### config.mk
export PLATFORM = sky130hd
export DESIGN_NAME = m3inv_mul
export DESIGN_NICKNAME = d
export VERILOG_FILES = /design/src/sv/m3inv_pkg.sv /design/src/sv/m3inv_mul.sv
export SDC_FILE = /design/constraint.sdc
export NUM_CORES = 2
export LEC_CHECK = 0
export BUFFER_PORTS_ARGS = -buffer_cell sky130_fd_sc_hd__buf_2
export CAP_MARGIN = 20
export CORE_MARGIN = 2
export CORE_UTILIZATION = 40
export CTS_CLUSTER_DIAMETER = 120
export DETAILED_ROUTE_END_ITERATION = 7
export PLACE_DENSITY = 0.55
export RECOVER_POWER = 50
export SYNTH_ARGS = -nofsm -noshare
export SYNTH_HDL_FRONTEND = slang
export SYNTH_SLANG_ARGS = --single-unit
### constraint.sdc
create_clock -name clk_i -period 8.5 [get_ports clk_i]
set_input_delay 2.125 -clock clk_i [delete_from_list [all_inputs] [get_ports clk_i]]
set_output_delay 2.125 -clock clk_i [all_outputs]
set_load 0.05 [all_outputs]
### src/sv/m3inv_pkg.sv
// Shared constants and widths for the 3x3 cofactor matrix inverse.
package m3inv_pkg;

  localparam int ELEM_WIDTH_DEF = 32;
  localparam int FRAC_BITS_DEF  = 16;

  localparam int N_ELEM = 9;
  localparam int N_DIM  = 3;

  // Digit width of the partial-product multiplier and its latency.
  localparam int MUL_DIGIT = 32;
  localparam int MUL_LAT   = 3;

  // Cofactor front end latency.
  localparam int COF_LAT = 3;

  // Bit positions in the result tuser.
  localparam int USER_SINGULAR = 0;
  localparam int USER_OVERFLOW = 1;
  localparam int USER_W        = 2;

endpackage : m3inv_pkg

### src/sv/m3inv_mul.sv
// Pipelined unsigned multiplier built from registered digit partial products.
module m3inv_mul import m3inv_pkg::*; #(
  parameter int AW = 32,
  parameter int BW = 32
) (
  input  logic            clk_i,
  input  logic            en_i,
  input  logic [AW-1:0]   a_i,
  input  logic [BW-1:0]   b_i,
  output logic [AW+BW-1:0] p_o
);

  localparam int D   = MUL_DIGIT;
  localparam int NA  = (AW + D - 1) / D;
  localparam int NB  = (BW + D - 1) / D;
  localparam int RW  = (NB + 1) * D;
  localparam int PWM = (NA + NB) * D;

  logic [NA*D-1:0] a_x;
  logic [NB*D-1:0] b_x;
  logic [2*D-1:0]  pp_q  [NA][NB];
  logic [RW-1:0]   row_d [NA];
  logic [RW-1:0]   row_q [NA];
  logic [PWM-1:0]  prod_d;
  logic [PWM-1:0]  prod_q;

  assign a_x = (NA*D)'(a_i);
  assign b_x = (NB*D)'(b_i);

  // Stage one: every digit pair multiplied on its own.
  always_ff @(posedge clk_i) begin
    if (en_i) begin
      for (int i = 0; i < NA; i++) begin
        for (int j = 0; j < NB; j++) begin
          pp_q[i][j] <= {{D{1'b0}}, a_x[i*D +: D]} * {{D{1'b0}}, b_x[j*D +: D]};
        end
      end
    end
  end

  // Stage two: one row sum per digit of a.
  always_comb begin
    for (int i = 0; i < NA; i++) begin
      row_d[i] = '0;
      for (int j = 0; j < NB; j++) begin
        row_d[i] = row_d[i] + (RW'(pp_q[i][j]) << (j*D));
      end
    end
  end

  always_ff @(posedge clk_i) begin
    if (en_i) begin
      row_q <= row_d;
    end
  end

  // Stage three: rows summed into the full product.
  always_comb begin
    prod_d = '0;
    for (int i = 0; i < NA; i++) begin
      prod_d = prod_d + (PWM'(row_q[i]) << (i*D));
    end
  end

  always_ff @(posedge clk_i) begin
    if (en_i) begin
      prod_q <= prod_d;
    end
  end

  assign p_o = prod_q[AW+BW-1:0];

endmodule : m3inv_mul

### After elaboration in Yosys (flattened, before gate mapping)

Memory sizes are Yosys's and may differ from the RTL's. A register that Yosys moved wholly into a read port is not among the register bits.
Index checks and enable logic that the tools add are counted.

| operators by class | value |
|---|---|
| multiplexer cells | 2 |
| multiply operators | 1 |

Operator list:

| operator | count |
|---|---|
| 32-bit by 32-bit multiplier with 64-bit output | 1 |
| 1-bit 2-to-1 mux | 2 |

| word-level totals | value |
|---|---|
| input bits | 66 |
| word-level logic and storage cells | 5 |
| output and inout port bits | 64 |
| bits in registers | 64 |
| RAM bits | 64 |
| memories | 1 |

Memories:

| memory | depth | width | read ports | clocked after Yosys merged registers in | write ports | RTL line | source |
|---|---|---|---|---|---|---|---|
| pp_q | 1 | 64 | 1 | 1 | 1 | m3inv_mul.sv:21 | `logic [2*D-1:0] pp_q [NA][NB];` |

### Longest topological paths before layout

| logic depth | value |
|---|---|
| word-level depth | 2 |
| depth in mapped cells | 30 |
| depth with buffers taken out | 28 |

### Least setup slack after synthesis

No wires, ideal clock.

| path | value |
|---|---|
| path type | input port to flip-flop |
| from | input port b_i[17] |
| to | memory pp_q[0][62] (netlist name), data pin |
| data required time | 8.238 ns |
| setup time | 0.262 ns |
| setup slack | -0.570 ns |
| path buffers | 2 |
| arrival | 8.809 ns |
| stages | 26 |
| path through | clkbuf_1 -> and2_1 -> fa_1 -> inv_1 -> fa_1 -> inv_1 -> fa_1 -> inv_1 -> fa_1 -> inv_1 -> fa_1 -> fa_1 -> fa_1 -> fa_1 -> ha_1 -> buf_2 -> a21oi_1 -> o21ai_1 -> a2111oi_0 -> o21bai_1 -> a221oi_1 -> o221ai_1 -> a311o_1 -> a21oi_1 -> o21ai_1 -> xor2_1 |

| between the ends | value |
|---|---|
| longest elaborated chain between the ends | 1 |

RTL lines:

| item | RTL line | source |
|---|---|---|
| start, declared | m3inv_mul.sv:9 | `input logic [BW-1:0] b_i,` |
| 32-bit by 32-bit multiplier with 64-bit output | m3inv_mul.sv:35 | `pp_q[i][j] <= {{D{1'b0}}, a_x[i*D +: D]} * {{D{1'b0}}, b_x[j*D +: D]};` |
| end, declared | m3inv_mul.sv:21 |  |

No other way between the ends.

### Worst setup path after layout

| path | value |
|---|---|
| from | input port a_i[8] |
| to | memory pp_q[0][62] (netlist name), data pin |

| between the ends | value |
|---|---|
| longest elaborated chain between the ends | 1 |

RTL lines:

| item | RTL line | source |
|---|---|---|
| start, declared | m3inv_mul.sv:8 | `input logic [AW-1:0] a_i,` |
| 32-bit by 32-bit multiplier with 64-bit output | m3inv_mul.sv:35 |  |

No other way between the ends.

==> flow_summary.json <==
{
  "clock-sinks": 192,
  "synth_edf_count": 192,
  "dp_cells": 5478,
  "multiInputGateArea_um2": 30300,
  "via_count": 26479,
  "drc": 0,
  "rsz0062_at_grt": "yes",
  "syn-num-nets": 5104,
  "fmax_ghz": 0.116,
  "post-route-period-util": 1.01,
  "seq_area_frac_synth": 0.148,
  "grt.overflow.total": 0,
  "syn_area_per_cell_um2": 10.1,
  "hold_viol": 0,
  "async_flop_share": 0,
  "syn_area_um2": 39100,
  "core_um2": 96700,
  "final_cells": 5539,
  "via_per_inst": 4.78,
  "final-seq-area_um2": 5770,
  "critPathMostFrequentCell": "fa_1",
  "synthCells": 3879,
  "final_util": 0.482,
  "synth_top_area_share": 0.459,
  "start_util": 0.404,
  "clkTransAtPathRegs_ns": 0.07,
  "cp_slowest_cell": "fa_2",
  "layout-drive-gt1-share": 0.198,
  "root_buffer": "clkbuf_16",
  "path_delay_family": "adder cells",
  "finalNetCount": 5475,
  "antenna_found_initial": 4,
  "grt_use_total": 0.206,
  "gp_congestion": 0.883,
  "synthFlopType": "edfxtp_1",
  "yosysTopAreaCell": "fa_1",
  "first_global_vias": 28715,
  "post_drt_wl_per_cell_um": 18.0,
  "violations": "max-capacitance violations, max-slew violations, negative setup slack",
  "setup_tns_ns": -0.190,
  "clock_path_buffers": 2,
  "setup_viol": 4,
  "yosysMostFrequentCell": "fa_1",
  "ys_ff_latch": 192,
  "ant_nets": 0,
  "num_rows": 114,
  "synthTopCellsByArea": "fa_1 (46%), edfxtp_1 (15%), and2_1 (9.6%)",
  "cp_data_required_time_ns": 8.69,
  "n_antenna_cell": 0,
  "die_width_um": 317,
  "wl_um": 99700,
  "slew_headroom": -1.65,
  "worst_pin_slew_ns": 3.97,
  "dr.first_iter.drc_count": 1250,
  "synthDistinctLibCells": 56,
  "hold_class": "reg2reg",
  "max_stage_delay_ns": 0.60,
  "yosys_warnings": 0,
  "clock_latency_ns": 0.44,
  "drt_pass1_iterations": 4,
  "area_growth_pct": 19.2,
  "ios": 130,
  "cap_violations": 1,
  "critPathLaunchType": "input pin",
  "die_area_um2": 100000,
  "h-tree-depth": 4,
  "status": "complete, but fails checks",
  "hpwl_um": 88200,
  "grt_pass1_wl_um": 160000,
  "fin_crit_ns": 8.59,
  "fillers": 9124,
  "path_cells": "buf_4, buf_6, buf_8, and2_4, fa_1, inv_1, fa_1, inv_1, fa_1, fa_1, fa_1, fa_1, fa_1, fa_2, ha_4, a2111oi_4, o21bai_2, a221oi_4, o221ai_2, a311o_1, a21oi_2, o21ai_1, xor2_1",
  "worst_r2r_startpoint": "pp_q[0][56]",
  "fin_ws_ns": -0.0926,
  "cts_tree": "built",
  "finalClockSkew_ns": 0.00757,
  "path_class": "in2reg",
  "crit_start": "a_i[8]",
  "die_y_um": 317,
  "ys_top_cells_by_count": "fa_1 (896), inv_1 (862), and2_1 (601)",
  "slew_viol_final": 79,
  "crit_fanout": 10,
  "grt_max_degree": 79,
  "cp_num_buf_inv": 5,
  "cts_buffers": 17,
  "io_buffers": 129,
  "whs_ns": 0.417,
  "cp-end-kind": "register",
  "arrival_ns": 8.78,
  "hold_path_startpoint": "pp_q[0][13]"
}
cell usage in the layout, fill, tap and decap left out, drive strengths merged, types with 2 or more instances in the layout:
cell       n
a21oi     74
or3        2
bufinv     2
nor2b      7
nand3     16
a21boi     5
a311oi     3
clkinv     5
nand2    469
nor3       6
a2111oi    2
xor2      26
a21o      32
a41oi      3
o21a       5
o21bai    14
and2     601
a311o      2
ha       263
clkbuf    34
a31oi     10
fa       896
nor2      31
o221ai     2
nand4     25
buf      558
o21ai     41
a221oi     2
inv      869
and3      10
edfxtp   192
o211ai     3
xnor2     37
o31ai      3
nand2b     3
routing by layer:
| metal | track usage | wire length, um | vias to the layer above |
|---|---|---|---|
| li1 | - | - | 12149 |
| met1 | 0.302 | 47300 | 13753 |
| met2 | 0.328 | 45900 | 500 |
| met3 | 0.0316 | 5110 | 71 |
| met4 | 0.0349 | 1370 | 6 |
| met5 | 0 | 43 | - |
flip-flops by register name, summed over array words and instances, names as in the netlist:
signal and flops:
p_o 64, pp_q 64, row_q 64
timing repair:
item / CTS / global route
resized for setup: 220 / 202
setup endpoints to repair: 27 / 30
pin swaps: 114 / 106
gates cloned: 2 / 3
hold buffers: 0 / 0
buffers inserted: 14 / 14
worst paths after layout:
path,endpoint,slack (ns),cells past startpoint
setup / recovery,pp_q[0][62],-0.09,23
hold / removal,row_q[13],0.42,0
setup reg to reg,row_q[56],7.80,0
hold reg to reg,row_q[13],0.42,0
metrics by stage:
stage,instance area [um2],setup slack [ns]
after floorplan,39300,-0.324
after global placement,44100,-0.868
after detailed placement,44100,-0.926
after CTS,45700,-0.222
after global routing,46600,-0.330
final,46600,-0.0926
kinds of logic after synthesis:
logic type / Yosys count / synth area share
fa+ha+maj: 1159 / 0.543
compound gates: 206 / 0.0346
simple gates: 1173 / 0.156
flops: 192 / 0.148
xor+xnor: 63 / 0.0141
buf+inv: 1086 / 0.105
cell type report:
| cell class | count | area share |
|---|---|---|
| Multi-Input combinational cell | 2601 | 0.651 |
| Sequential cell | 192 | 0.124 |
| Timing Repair Buffer | 576 | 0.108 |
| Inverter | 862 | 0.0695 |
| Tap cell | 1276 | 0.0343 |
| Clock buffer | 17 | 0.00913 |
| Clock inverter | 15 | 0.00422 |
Power is not shown: default switching activity piles up to over one toggle a cycle in this logic, so the estimate is an artifact.
